## config.mk

```make
export PLATFORM = sky130hd
export DESIGN_NAME = sample_level_and_clip_monitor
export DESIGN_NICKNAME = d
export VERILOG_FILES = /design/src/hdl/slcm_pkg.sv /design/src/hdl/sample_level_and_clip_monitor.sv /design/src/hdl/slcm_sample_decode.sv
export SDC_FILE = /design/constraint.sdc
export NUM_CORES = 2
export LEC_CHECK = 0
export ABC_AREA = 1
export BUFFER_PORTS_ARGS = -buffer_cell sky130_fd_sc_hd__buf_2
export CAP_MARGIN = 15
export CORE_AREA = 2 2 381 383
export CTS_BUF_LIST = sky130_fd_sc_hd__clkbuf_8
export DETAILED_ROUTE_END_ITERATION = 10
export DIE_AREA = 0 0 383 385
export PLACE_DENSITY_LB_ADDON = 0.25
export SKIP_LAST_GASP = 1
export SYNTH_ARGS = -nofsm -noshare
export SYNTH_HDL_FRONTEND = slang
export SYNTH_HIERARCHICAL = 1
export SYNTH_SLANG_ARGS = --single-unit
```

## constraint.sdc

```tcl
create_clock -name clock -period 9.8 [get_ports clock]
set_clock_uncertainty 0.15 [all_clocks]
set_input_delay 0.49 -clock clock [delete_from_list [all_inputs] [get_ports clock]]
set_output_delay 0.49 -clock clock [all_outputs]
set_load 0.01 [all_outputs]
```

## src/hdl/slcm_pkg.sv

```systemverilog
// Shared types, register map and defaults for the sample level and clip monitor.
`default_nettype none

package slcm_pkg;

   // default configuration of the datapath
   localparam int unsigned SAMPLE_WIDTH_DEF       = 32;
   localparam int unsigned TOTAL_COUNT_WIDTH_DEF  = 48;
   localparam int unsigned WINDOW_COUNT_WIDTH_DEF = 32;

   // fixed field widths
   localparam int unsigned SAMPLE_WORD_WIDTH = 32;
   localparam int unsigned TOTAL_FIELD_WIDTH = 48;
   localparam int unsigned WIN_SUM_WIDTH     = 64;
   localparam int unsigned PEAK_FIELD_WIDTH  = 32;
   localparam int unsigned COUNT_FIELD_WIDTH = 32;
   localparam int unsigned BPS_WIDTH         = 6;

   // register port
   localparam int unsigned CSR_ADDR_WIDTH = 4;
   localparam int unsigned CSR_DATA_WIDTH = 32;

   typedef enum logic [1:0] {
      CSR_BITS_PER_SAMPLE = 2'd0,
      CSR_SIGNED_SAMPLES  = 2'd1,
      CSR_LEVEL_ENABLE    = 2'd2
   } csr_index_type;

   // register reset values and width limits
   localparam logic [BPS_WIDTH-1:0] BPS_RESET = 6'd16;
   localparam logic [BPS_WIDTH-1:0] BPS_MIN   = 6'd2;

   // request mode codes
   localparam logic MODE_SAMPLE = 1'b0;
   localparam logic MODE_REPORT = 1'b1;

   typedef struct packed {
      logic                         mode;
      logic [SAMPLE_WORD_WIDTH-1:0] sample_word;
   } req_type;

   typedef struct packed {
      logic                         is_report;
      logic                         sample_clipped;
      logic [TOTAL_FIELD_WIDTH-1:0] samples_total;
      logic [TOTAL_FIELD_WIDTH-1:0] clips_total;
      logic [WIN_SUM_WIDTH-1:0]     window_sum_squares;
      logic signed [WIN_SUM_WIDTH-1:0] window_sum;
      logic [PEAK_FIELD_WIDTH-1:0]  window_peak;
      logic [COUNT_FIELD_WIDTH-1:0] window_count;
   } rsp_type;

endpackage

`default_nettype wire

```

## src/hdl/sample_level_and_clip_monitor.sv

```systemverilog
// Sample level and clip monitor top level: register port, pipeline and window accumulators.
// A request passes the input, decode and square stages, then the result register.
// Throughput: one request per cycle while results do not stall; the accumulators close their
// loop in the last stage. A stalled result holds the pipeline stage by stage; empty stages
// still fill behind it. Reset (synchronous, active high) clears all counters and window sums,
// empties the pipeline and restores bits_per_sample 16, signed samples and levels enabled.
`default_nettype none

module sample_level_and_clip_monitor #(
   parameter int unsigned SAMPLE_WIDTH       = slcm_pkg::SAMPLE_WIDTH_DEF,
   parameter int unsigned TOTAL_COUNT_WIDTH  = slcm_pkg::TOTAL_COUNT_WIDTH_DEF,
   parameter int unsigned WINDOW_COUNT_WIDTH = slcm_pkg::WINDOW_COUNT_WIDTH_DEF
) (
   input  wire logic                                clock,
   input  wire logic                                reset,
   // request channel
   input  wire logic                                req_valid,
   output logic                                     req_stall,
   input  wire slcm_pkg::req_type                   req_data,
   // result channel
   output logic                                     rsp_valid,
   input  wire logic                                rsp_stall,
   output slcm_pkg::rsp_type                        rsp_data,
   // register port
   input  wire logic                                csr_psel,
   input  wire logic                                csr_penable,
   input  wire logic                                csr_pwrite,
   input  wire logic [slcm_pkg::CSR_ADDR_WIDTH-1:0] csr_paddr,
   input  wire logic [slcm_pkg::CSR_DATA_WIDTH-1:0] csr_pwdata,
   output logic [slcm_pkg::CSR_DATA_WIDTH-1:0]      csr_prdata,
   output logic                                     csr_pready
);
   import slcm_pkg::*;

   localparam int unsigned CW = SAMPLE_WIDTH + 1;
   localparam int unsigned SQ_WIDTH = 2 * SAMPLE_WIDTH;

   // configuration
   logic [BPS_WIDTH-1:0] bps_ff;
   logic                 signed_ff;
   logic                 level_en_ff;
   csr_index_type        csr_index;
   logic                 csr_write;

   // pipeline stages
   logic                    s1_v_ff;
   req_type                 s1_data_ff;
   logic                    s2_v_ff;
   logic                    s2_report_ff;
   logic                    s2_clip_ff;
   logic signed [CW-1:0]    s2_centred_ff;
   logic [SAMPLE_WIDTH-1:0] s2_mag_ff;
   logic                    s3_v_ff;
   logic                    s3_report_ff;
   logic                    s3_clip_ff;
   logic signed [CW-1:0]    s3_centred_ff;
   logic [SAMPLE_WIDTH-1:0] s3_mag_ff;
   logic [SQ_WIDTH-1:0]     s3_square_ff;
   logic                    rsp_v_ff;
   rsp_type                 rsp_data_ff;
   rsp_type                 rsp_data_in;

   // decode outputs
   logic                    dec_clip;
   logic signed [CW-1:0]    dec_centred;
   logic [SAMPLE_WIDTH-1:0] dec_mag;

   // flow control
   logic out_free, s3_free, s2_free, s1_free;
   logic s3_move, s2_move, s1_move;

   // accumulators
   logic [TOTAL_COUNT_WIDTH-1:0]  tot_samples_ff, tot_samples_in;
   logic [TOTAL_COUNT_WIDTH-1:0]  tot_clips_ff, tot_clips_in;
   logic [WIN_SUM_WIDTH-1:0]      win_sq_ff, win_sq_in;
   logic signed [WIN_SUM_WIDTH-1:0] win_sum_ff, win_sum_in;
   logic [SAMPLE_WIDTH-1:0]       win_peak_ff, win_peak_in;
   logic [WINDOW_COUNT_WIDTH-1:0] win_count_ff, win_count_in;
   logic [WIN_SUM_WIDTH:0]        sq_add;
   logic [WIN_SUM_WIDTH:0]        sum_add;

   // fit a total counter into its result field
   function automatic logic [TOTAL_FIELD_WIDTH-1:0] fit_total(
      input logic [TOTAL_COUNT_WIDTH-1:0] v
   );
      logic [63:0] w;
      w = 64'(v);
      return w[TOTAL_FIELD_WIDTH-1:0];
   endfunction

   // fit the window count into its result field
   function automatic logic [COUNT_FIELD_WIDTH-1:0] fit_count(
      input logic [WINDOW_COUNT_WIDTH-1:0] v
   );
      logic [63:0] w;
      w = 64'(v);
      return w[COUNT_FIELD_WIDTH-1:0];
   endfunction

   // ---------------------------------------------------------------- register port
   assign csr_pready = 1'b1;
   assign csr_index  = csr_index_type'(csr_paddr[3:2]);
   assign csr_write  = csr_psel && csr_penable && csr_pwrite && csr_pready;

   always_ff @(posedge clock) begin
      if (reset) begin
         bps_ff      <= BPS_RESET;
         signed_ff   <= 1'b1;
         level_en_ff <= 1'b1;
      end else if (csr_write) begin
         case (csr_index)
            CSR_BITS_PER_SAMPLE: bps_ff      <= csr_pwdata[BPS_WIDTH-1:0];
            CSR_SIGNED_SAMPLES:  signed_ff   <= csr_pwdata[0];
            CSR_LEVEL_ENABLE:    level_en_ff <= csr_pwdata[0];
            default: ;
         endcase
      end
   end

   always_comb begin
      case (csr_index)
         CSR_BITS_PER_SAMPLE: csr_prdata = CSR_DATA_WIDTH'(bps_ff);
         CSR_SIGNED_SAMPLES:  csr_prdata = CSR_DATA_WIDTH'(signed_ff);
         CSR_LEVEL_ENABLE:    csr_prdata = CSR_DATA_WIDTH'(level_en_ff);
         default:             csr_prdata = '0;
      endcase
   end

   // ---------------------------------------------------------------- flow control
   // each stage moves on when the one after it is empty or moving
   assign out_free = !rsp_v_ff || !rsp_stall;
   assign s3_move  = s3_v_ff && out_free;
   assign s3_free  = !s3_v_ff || out_free;
   assign s2_move  = s2_v_ff && s3_free;
   assign s2_free  = !s2_v_ff || s3_free;
   assign s1_move  = s1_v_ff && s2_free;
   assign s1_free  = !s1_v_ff || s2_free;
   assign req_stall = !s1_free;

   always_ff @(posedge clock) begin
      if (reset) begin
         s1_v_ff  <= 1'b0;
         s2_v_ff  <= 1'b0;
         s3_v_ff  <= 1'b0;
         rsp_v_ff <= 1'b0;
      end else begin
         if (s1_free) begin
            s1_v_ff <= req_valid;
         end
         if (s2_free) begin
            s2_v_ff <= s1_v_ff;
         end
         if (s3_free) begin
            s3_v_ff <= s2_v_ff;
         end
         if (out_free) begin
            rsp_v_ff <= s3_v_ff;
         end
      end
   end

   // ---------------------------------------------------------------- stage 1: input register
   always_ff @(posedge clock) begin
      if (req_valid && s1_free) begin
         s1_data_ff <= req_data;
      end
   end

   // ---------------------------------------------------------------- stage 2: decode
   slcm_sample_decode #(
      .SAMPLE_WIDTH (SAMPLE_WIDTH)
   ) u_decode (
      .sample_word     (s1_data_ff.sample_word),
      .bits_per_sample (bps_ff),
      .signed_samples  (signed_ff),
      .clip            (dec_clip),
      .centred         (dec_centred),
      .mag             (dec_mag)
   );

   always_ff @(posedge clock) begin
      if (s1_move) begin
         s2_report_ff  <= (s1_data_ff.mode == MODE_REPORT);
         s2_clip_ff    <= dec_clip;
         s2_centred_ff <= dec_centred;
         s2_mag_ff     <= dec_mag;
      end
   end

   // ---------------------------------------------------------------- stage 3: square
   always_ff @(posedge clock) begin
      if (s2_move) begin
         s3_report_ff  <= s2_report_ff;
         s3_clip_ff    <= s2_clip_ff;
         s3_centred_ff <= s2_centred_ff;
         s3_mag_ff     <= s2_mag_ff;
         s3_square_ff  <= SQ_WIDTH'(s2_mag_ff) * SQ_WIDTH'(s2_mag_ff);
      end
   end

   // ---------------------------------------------------------------- accumulate and result
   assign sq_add  = {1'b0, win_sq_ff} + (WIN_SUM_WIDTH + 1)'(s3_square_ff);
   assign sum_add = {win_sum_ff[WIN_SUM_WIDTH-1], win_sum_ff}
                  + {{(WIN_SUM_WIDTH + 1 - CW){s3_centred_ff[CW-1]}}, s3_centred_ff};

   always_comb begin
      tot_samples_in = tot_samples_ff;
      tot_clips_in   = tot_clips_ff;
      win_sq_in      = win_sq_ff;
      win_sum_in     = win_sum_ff;
      win_peak_in    = win_peak_ff;
      win_count_in   = win_count_ff;
      rsp_data_in    = '0;

      if (s3_report_ff) begin
         // report the window as held, then clear it
         rsp_data_in.is_report          = 1'b1;
         rsp_data_in.sample_clipped     = 1'b0;
         rsp_data_in.samples_total      = fit_total(tot_samples_ff);
         rsp_data_in.clips_total        = fit_total(tot_clips_ff);
         rsp_data_in.window_sum_squares = win_sq_ff;
         rsp_data_in.window_sum         = win_sum_ff;
         rsp_data_in.window_peak        = PEAK_FIELD_WIDTH'(win_peak_ff);
         rsp_data_in.window_count       = fit_count(win_count_ff);
         win_sq_in    = '0;
         win_sum_in   = '0;
         win_peak_in  = '0;
         win_count_in = '0;
      end else begin
         // saturating totals
         if (tot_samples_ff != '1) begin
            tot_samples_in = tot_samples_ff + 1'b1;
         end
         if (s3_clip_ff && (tot_clips_ff != '1)) begin
            tot_clips_in = tot_clips_ff + 1'b1;
         end
         // window statistics
         if (level_en_ff) begin
            win_sq_in = sq_add[WIN_SUM_WIDTH] ? '1 : sq_add[WIN_SUM_WIDTH-1:0];
            if (sum_add[WIN_SUM_WIDTH] != sum_add[WIN_SUM_WIDTH-1]) begin
               win_sum_in = sum_add[WIN_SUM_WIDTH]
                          ? {1'b1, {(WIN_SUM_WIDTH-1){1'b0}}}
                          : {1'b0, {(WIN_SUM_WIDTH-1){1'b1}}};
            end else begin
               win_sum_in = sum_add[WIN_SUM_WIDTH-1:0];
            end
            if (s3_mag_ff > win_peak_ff) begin
               win_peak_in = s3_mag_ff;
            end
            if (win_count_ff != '1) begin
               win_count_in = win_count_ff + 1'b1;
            end
         end
         rsp_data_in.is_report          = 1'b0;
         rsp_data_in.sample_clipped     = s3_clip_ff;
         rsp_data_in.samples_total      = fit_total(tot_samples_in);
         rsp_data_in.clips_total        = fit_total(tot_clips_in);
         rsp_data_in.window_sum_squares = win_sq_in;
         rsp_data_in.window_sum         = win_sum_in;
         rsp_data_in.window_peak        = PEAK_FIELD_WIDTH'(win_peak_in);
         rsp_data_in.window_count       = fit_count(win_count_in);
      end
   end

   always_ff @(posedge clock) begin
      if (reset) begin
         tot_samples_ff <= '0;
         tot_clips_ff   <= '0;
         win_sq_ff      <= '0;
         win_sum_ff     <= '0;
         win_peak_ff    <= '0;
         win_count_ff   <= '0;
      end else if (s3_move) begin
         tot_samples_ff <= tot_samples_in;
         tot_clips_ff   <= tot_clips_in;
         win_sq_ff      <= win_sq_in;
         win_sum_ff     <= win_sum_in;
         win_peak_ff    <= win_peak_in;
         win_count_ff   <= win_count_in;
      end
   end

   always_ff @(posedge clock) begin
      if (s3_move) begin
         rsp_data_ff <= rsp_data_in;
      end
   end

   assign rsp_valid = rsp_v_ff;
   assign rsp_data  = rsp_data_ff;

   // ---------------------------------------------------------------- assertions
   // clipped samples never outrun processed samples
   a_clips_le_samples: assert property (@(posedge clock) disable iff (reset)
      rsp_v_ff |-> (rsp_data_ff.clips_total <= rsp_data_ff.samples_total))
      else $error("clip total exceeds sample total");

   // a report leaves the window empty
   a_report_clears: assert property (@(posedge clock) disable iff (reset)
      (s3_move && s3_report_ff) |=> ((win_count_ff == '0) && (win_peak_ff == '0)
                                     && (win_sq_ff == '0) && (win_sum_ff == '0)))
      else $error("window not cleared after report");

   // a request leaving the input stage is held in the decode stage
   a_no_drop: assert property (@(posedge clock) disable iff (reset)
      s1_move |=> s2_v_ff)
      else $error("request lost between input and decode stages");

   // peak never exceeds half scale
   a_peak_bound: assert property (@(posedge clock) disable iff (reset)
      rsp_v_ff |-> (rsp_data_ff.window_peak
                    <= (PEAK_FIELD_WIDTH'(1) << (SAMPLE_WIDTH - 1))))
      else $error("window peak above half scale");

endmodule

`default_nettype wire

```

## src/hdl/slcm_sample_decode.sv

```systemverilog
// Sample decode: width masking, centring, clip detection and magnitude.
`default_nettype none

module slcm_sample_decode #(
   parameter int unsigned SAMPLE_WIDTH = slcm_pkg::SAMPLE_WIDTH_DEF
) (
   input  wire logic [slcm_pkg::SAMPLE_WORD_WIDTH-1:0] sample_word,
   input  wire logic [slcm_pkg::BPS_WIDTH-1:0]         bits_per_sample,
   input  wire logic                                   signed_samples,
   output logic                                        clip,
   output logic signed [SAMPLE_WIDTH:0]                centred,
   output logic [SAMPLE_WIDTH-1:0]                     mag
);
   import slcm_pkg::*;

   localparam int unsigned CW = SAMPLE_WIDTH + 1;

   logic [BPS_WIDTH-1:0]    bw_eff;
   logic [SAMPLE_WIDTH-1:0] keep_mask;
   logic [SAMPLE_WIDTH-1:0] top_bit;
   logic [SAMPLE_WIDTH-1:0] raw;
   logic                    sign_bit;
   logic signed [CW-1:0]    ext_val;
   logic signed [CW-1:0]    off_val;
   logic [CW-1:0]           neg_val;

   // clamp the configured width into the supported range
   always_comb begin
      if (bits_per_sample < BPS_MIN) begin
         bw_eff = BPS_MIN;
      end else if (bits_per_sample > BPS_WIDTH'(SAMPLE_WIDTH)) begin
         bw_eff = BPS_WIDTH'(SAMPLE_WIDTH);
      end else begin
         bw_eff = bits_per_sample;
      end
   end

   // keep mask over the significant bits, one-hot marker on the top one
   always_comb begin
      for (int i = 0; i < SAMPLE_WIDTH; i++) begin
         keep_mask[i] = (BPS_WIDTH'(i) < bw_eff);
         top_bit[i]   = (BPS_WIDTH'(i + 1) == bw_eff);
      end
   end

   assign raw      = sample_word[SAMPLE_WIDTH-1:0] & keep_mask;
   assign sign_bit = |(raw & top_bit);

   // two's complement: sign-extend from the top significant bit
   always_comb begin
      for (int i = 0; i < SAMPLE_WIDTH; i++) begin
         ext_val[i] = keep_mask[i] ? raw[i] : sign_bit;
      end
      ext_val[CW-1] = sign_bit;
   end

   // offset binary: subtract mid-scale
   assign off_val = $signed({1'b0, raw}) - $signed({1'b0, top_bit});

   assign centred = signed_samples ? ext_val : off_val;

   // full scale: max is mid-scale minus one, min is mid-scale pattern (signed)
   always_comb begin
      if (signed_samples) begin
         clip = (raw == (keep_mask >> 1)) || (raw == top_bit);
      end else begin
         clip = (raw == '0) || (raw == keep_mask);
      end
   end

   // magnitude fits the sample width: at most 2^(width-1)
   assign neg_val = -centred;
   assign mag     = centred[CW-1] ? neg_val[SAMPLE_WIDTH-1:0] : centred[SAMPLE_WIDTH-1:0];

endmodule

`default_nettype wire
```

-- After elaboration in Yosys (flattened, before gate mapping)
Index checks and enable logic that the tools add are counted.
- logic and storage cells: 199
- output and inout port bits: 325
- bits in registers: 821
- input bits: 76
- equal/unequal tests: 41
- bitwise operators: 3
- reduce and logical (&&, ||, !) cells: 26
- multiplexer cells: 54
- multipliers: 1
- add/sub/neg operators: 7
- magnitude comparators: 35
- operator list (cell ; number):
    $mux 64 ; 7
    $mux 290 ; 1
    $mux 32 ; 7
    $add 48x1->48 const B ; 2
    $eq 5x6->1 const A ; 16
    $lt 5x6->1 const A ; 16
    $mux 48 ; 2
    $ne 48x48->1 const B ; 2
    $add 64x33->65 ; 1
    $add 64x64->65 ; 1
    $and 32x32->32 ; 2
    $eq 32x32->1 ; 2
    $mul 32x32->64 ; 1
    $eq 4x6->1 const A ; 8
    $lt 4x6->1 const A ; 8
    $mux 1 ; 33
    $mux 33 ; 1
    $sub 32x32->33 ; 1
    $add 32x1->32 const B ; 1
    $eq 32x31->1 ; 1
    $gt 32x32->1 ; 1
    $logic_not 32->1 ; 1
    $ne 32x32->1 const B ; 1
    $neg 32->32 ; 1
    other kinds (21) ; 50

-- Depth between registers and ports, before layout
- depth in word-level cells: 11
- gate-level depth with buffers: 35
- mapped depth without buffers: 32

-- Modules after synthesis
Netlist, hierarchy kept.
- by module, submodules not included (module ; area an instance (um^2) ; cells an instance ; times used):
    sample_level_and_clip_monitor ; 77516.8 ; 9827 ; 1
    slcm_sample_decode ; 6428.7 ; 1299 ; 1

-- Worst setup path before layout
OpenSTA, ideal clock, no wires.
- path kind: in2reg
- start: input rsp_stall
- end: register win_sq_ff[54]
- data required time: 9178 ps
- slack: -180 ps
- buffers on the path: 2
- cell stages on the path: 4
- data arrival time: 9359 ps
- path through: a21oi_2 -> clkbuf_1 -> clkbuf_1 -> a21oi_1
- longest elaborated chain between the ends: 3
- RTL lines (item ; line ; RTL):
    from (decl) ; sample_level_and_clip_monitor.sv:22 ; input wire logic rsp_stall,
    $logic_not 1->1 ; sample_level_and_clip_monitor.sv:131 ; assign out_free = !rsp_v_ff || !rsp_stall;
    $logic_or 1x1->1 ; sample_level_and_clip_monitor.sv:131 ;
    $logic_and 1x1->1 ; sample_level_and_clip_monitor.sv:132 ; assign s3_move = s3_v_ff && out_free;
    via s3_move ; sample_level_and_clip_monitor.sv:70 ; logic s3_move, s2_move, s1_move;
    to (signal assigned) ; sample_level_and_clip_monitor.sv:276 ; win_sq_ff <= win_sq_in;
    to (decl) ; sample_level_and_clip_monitor.sv:75 ; logic [WIN_SUM_WIDTH-1:0] win_sq_ff, win_sq_in;
The timed path passes the listed nets, and every way through them passes these cells.
A chain may end at the register's enable or synchronous reset.

-- Worst setup path in the final report
- start: register s2_mag_ff[12]
- end: register s3_square_ff[60] (data pin)
- longest elaborated chain between the ends: 1
- RTL lines (item ; line ; RTL):
    from (decl) ; sample_level_and_clip_monitor.sv:52 ; logic [SAMPLE_WIDTH-1:0] s2_mag_ff;
    from (signal assigned) ; sample_level_and_clip_monitor.sv:186 ; s2_mag_ff <= dec_mag;
    $mul 32x32->64 ; sample_level_and_clip_monitor.sv:197 ; s3_square_ff <= SQ_WIDTH'(s2_mag_ff) * SQ_WIDTH'(s2_mag_ff);
    to (signal assigned) ; sample_level_and_clip_monitor.sv:197 ;
    to (decl) ; sample_level_and_clip_monitor.sv:58 ; logic [SQ_WIDTH-1:0] s3_square_ff;
No other way between the ends.

==> impl_metrics.sql <==
INSERT INTO impl_metrics (metric_group, metric, value, unit) VALUES
('yosys', 'synth_cell_types', '64', ''),
('clock_tree', 'ctsResizeCount', '0', ''),
('yosys', 'syn_area', '0.0839', 'mm²'),
('global_routing', 'grt_start_max_net_pins', '245', ''),
('route', 'wl_per_cell', '19.2', 'µm'),
('sta', 'final-setup-viol-count', '0', ''),
('clock_tree', 'clkSlewWorstSetupHoldPaths', '0.06', 'ns'),
('sta', 'worst_slew_pin_slew', '1.21', 'ns'),
('global_routing', 'gr-total-overflow', '0', ''),
('cells_and_area', 'layout.cells.most_common_list', 'sky130_fd_sc_hd__inv_1 (2519), sky130_fd_sc_hd__nand2_1 (2519), sky130_fd_sc_hd__fa_1 (797), sky130_fd_sc_hd__o21ai_0 (730), sky130_fd_sc_hd__nor2_1 (691)', ''),
('die', 'fp.dieH', '385', 'µm'),
('place', 'gp_congestion', '1.02', ''),
('yosys', 'synthFlopType', 'sky130_fd_sc_hd__edfxtp_1', ''),
('sta', 'grt_setup_unrepaired', 'false', ''),
('sta', 'maxSlewViolCount', '0', ''),
('sta', 'timing.final.hold_violations', '0', ''),
('yosys', 'synth-async-reset-ratio', '0', '%'),
('die', 'floorplan.die.width', '383', 'µm'),
('hold_path', 'timing.hold.worst.class', 'primary input to flip-flop', ''),
('clock_tree', 'clk_root_buffer_cell', 'sky130_fd_sc_hd__clkbuf_8', ''),
('clock_tree', 'cts_tree', 'yes', ''),
('die', 'floorplan.initialDensity', '58.6', '%'),
('critical_path', 'timing.setup.critical_path_class', 'flip-flop to flip-flop', ''),
('clock_tree', 'clk_latency', '0.89', 'ns'),
('sta', 'finalCritPeriodShare', '86.1', '%'),
('place', 'port_buffers', '345', ''),
('global_routing', 'grtUsageTotal', '35.0', '%'),
('global_routing', 'vias_in_the_first_global_route', '72600', ''),
('run_status', 'run_status', 'complete, no violations', ''),
('cells_and_area', 'post_route_cells_drive_above_1_share', '6.91', '%'),
('route', 'num_vias', '74100', ''),
('cells_and_area', 'nets', '12800', ''),
('clock_tree', 'htree_levels', '4', ''),
('global_routing', 'wire_length_of_the_first_global_routing_pass', '402', 'mm'),
('clock_tree', 'clock_sinks', '819', ''),
('sta', 'fin_setup_tns', '0', 'ns'),
('critical_path', 'cp.required', '10.25', 'ns'),
('yosys', 'synth-warning-count', '6', ''),
('yosys', 'average_cell_area_after_synthesis', '7.54', 'µm²'),
('hold_path', 'holdPathStages', '4', ''),
('route', 'detailedRoute.firstIterationViolations', '7171', ''),
('job', 'maxCapViolations', '0', ''),
('cells_and_area', 'fill_cells', '12700', ''),
('yosys', 'netlist.area_leader.share', '19.0', '%'),
('yosys', 'synth.area.top_cells', 'sky130_fd_sc_hd__fa_1 (19%), sky130_fd_sc_hd__edfxtp_1 (19%), sky130_fd_sc_hd__nand2_1 (11%)', ''),
('critical_path', 'reg2regPathDepth', '24', ''),
('die', 'std_cell_rows', '139', ''),
('route', 'drt_pass1_iterations', '6', ''),
('yosys', 'synth.ff_latch_count', '819', ''),
('die', 'fp.coreArea', '0.143', 'mm²'),
('place', 'dpl.hpwl', '204', 'mm'),
('yosys', 'syn-instance-count', '11100', ''),
('global_routing', 'antenna_violations_before_repair', '8', ''),
('critical_path', 'worst-path-max-fanout', '21', ''),
('route', 'antenna_violating_nets_post_route', '0', ''),
('clock_tree', 'number_of_cts_inserted_buffers', '141', ''),
('yosys', 'synth_edf_count', '519', ''),
('yosys', 'leading_area_contributor_after_synthesis', 'sky130_fd_sc_hd__fa_1', ''),
('critical_path', 'cp_data_arrival_time', '8.89', 'ns'),
('critical_path', 'slack_of_the_worst_reg_to_reg_path', '1.36', 'ns'),
('clock_tree', 'max-clock-path-buffers', '3', ''),
('route', 'avgViaCountPerCell', '5.53', ''),
('sta', 'min_clock_period_post_route', '8.44', 'ns'),
('critical_path', 'start_kind', 'flip-flop', ''),
('route', 'wirelength', '257', 'mm'),
('die', 'design.die.area', '0.147', 'mm²'),
('cells_and_area', 'flow.area_growth_from_synthesis', '7.99', '%'),
('sta', 'slew_headroom', '19.0', '%'),
('route', 'drt_drc_violations_left', '0', ''),
('sta', 'max_freq', '0.119', 'GHz'),
('die', 'ios', '401', ''),
('yosys', 'synth-seq-area-share', '25.7', '%'),
('critical_path', 'worst_setup_path_end_kind', 'flip-flop', '');
-- worst max-delay path: stages, from the launching register on --
cell                       delay, ns
sky130_fd_sc_hd__edfxtp_1       1.04
sky130_fd_sc_hd__buf_4          0.39
sky130_fd_sc_hd__nand2_1        0.13
sky130_fd_sc_hd__fa_1           0.55
sky130_fd_sc_hd__fa_1           0.56
sky130_fd_sc_hd__inv_1          0.05
sky130_fd_sc_hd__fa_1           0.49
sky130_fd_sc_hd__fa_1           0.57
sky130_fd_sc_hd__fa_1           0.44
sky130_fd_sc_hd__fa_1           0.46
sky130_fd_sc_hd__fa_1           0.51
sky130_fd_sc_hd__inv_1          0.06
sky130_fd_sc_hd__fa_1           0.65
sky130_fd_sc_hd__inv_1          0.07
sky130_fd_sc_hd__ha_1           0.41
sky130_fd_sc_hd__nand2_1        0.13
sky130_fd_sc_hd__nor2_1         0.29
sky130_fd_sc_hd__nand2_1        0.12
sky130_fd_sc_hd__nor3_1         0.25
sky130_fd_sc_hd__nand3_1        0.16
sky130_fd_sc_hd__nand3_1        0.24
sky130_fd_sc_hd__a21o_1         0.22
sky130_fd_sc_hd__nand2_1        0.10
sky130_fd_sc_hd__nand3_1        0.08
sky130_fd_sc_hd__nand2_1        0.06
-- logic make-up after synthesis --
kind of cell | count (synthesis) | synth area share (%)
compound gates | 1654 | 10.5
fa+ha+maj | 1328 | 26.9
buf+inv | 2892 | 13.2
xor+xnor | 242 | 2.52
other cells | 3 | 0.0134
flops | 819 | 25.7
mux | 1 | 0.0134
simple gates | 4187 | 21.1
-- flip-flops by register name, summed over array words and instances, names as in the netlist, 6 cells and up --
register and flops:
s3_centred_ff 33, s1_data_ff 33, s3_mag_ff 32, win_sum_ff 64, rsp_data 290, s2_centred_ff 33
win_peak_ff 32, tot_clips_ff 48, s3_square_ff 62, bps_ff 6, win_count_ff 32, win_sq_ff 64
tot_samples_ff 48, s2_mag_ff 32
-- Yosys cell counts (17+ instances only) --
library cell	number
sky130_fd_sc_hd__nand2_1	2520
sky130_fd_sc_hd__inv_1	2484
sky130_fd_sc_hd__fa_1	797
sky130_fd_sc_hd__o21ai_0	730
sky130_fd_sc_hd__nor2_1	693
sky130_fd_sc_hd__a21oi_1	663
sky130_fd_sc_hd__nand3_1	556
sky130_fd_sc_hd__ha_1	531
sky130_fd_sc_hd__edfxtp_1	519
sky130_fd_sc_hd__dfxtp_1	300
sky130_fd_sc_hd__clkbuf_1	277
sky130_fd_sc_hd__xor2_1	205
sky130_fd_sc_hd__nor3_1	117
sky130_fd_sc_hd__nand4_1	83
sky130_fd_sc_hd__o21ai_1	53
sky130_fd_sc_hd__nand3b_1	51
sky130_fd_sc_hd__o211ai_1	40
sky130_fd_sc_hd__o21bai_1	38
sky130_fd_sc_hd__a211oi_1	37
sky130_fd_sc_hd__nor4_1	37
sky130_fd_sc_hd__xnor2_1	37
sky130_fd_sc_hd__buf_1	36
sky130_fd_sc_hd__buf_4	31
sky130_fd_sc_hd__nand3_2	30
sky130_fd_sc_hd__a31oi_1	25
sky130_fd_sc_hd__nand2_2	23
sky130_fd_sc_hd__inv_2	22
sky130_fd_sc_hd__buf_2	20
sky130_fd_sc_hd__or2_2	20
sky130_fd_sc_hd__a21o_1	17
-- path summary, 6_finish.rpt --
check / from / end
worst min register to register: s2_centred_ff[21] / s3_centred_ff[21]
worst min-delay path: csr_penable / bps_ff[4]
worst max-delay path: s2_mag_ff[12] / s3_square_ff[60]
worst max register to register: s2_mag_ff[12] / s3_square_ff[60]
-- metal layers --
metal / up-vias / GRT usage (%) / share of wire [%]
li1: 35200 / - / -
met1: 35300 / 49.2 / 43
met2: 3083 / 55.3 / 45
met3: 502 / 5.62 / 8.7
met4: 4 / 11.5 / 3.4
met5: - / 0 / 0.0089
-- timing repair --
item	4_1_cts	5_1_grt
hold buffers	48	0
endpoints found under the hold margin	71	0
buffers inserted	0	0
-- stage by stage --
stage / utilization, % / cell area, µm² / setup slack [ns] / std cells / hold slack [ns]
2_1_floorplan: - / 84000 / 2.50 / 11200 / 0.250
3_3_place_gp: 60.8 / 87100 / 1.62 / 13100 / 0.252
3_5_place_dp: 60.8 / 87100 / 1.49 / 13100 / 0.255
4_1_cts: 63.3 / 90600 / 1.49 / 13400 / 0.0326
5_1_grt: 63.3 / 90700 / 1.05 / 13400 / 0.122
6_report: 63.3 / 90700 / 1.36 / 13400 / 0.115
-- area by class of cell --
class / instances / area, µm² / share of cell area, %
Clock inverter: 109 / 955 / 1.05
Multi-Input combinational cell: 7441 / 51400 / 56.7
Clock buffer: 151 / 2080 / 2.29
Antenna cell: 4 / 10.0 / 0.0110
Sequential cell: 819 / 21600 / 23.8
Inverter: 2512 / 9450 / 10.4
Timing Repair Buffer: 465 / 2820 / 3.11
Tap cell: 1903 / 2380 / 2.63
Power is not shown: default switching activity piles up to over one toggle a cycle in this logic, so the estimate is an artifact.
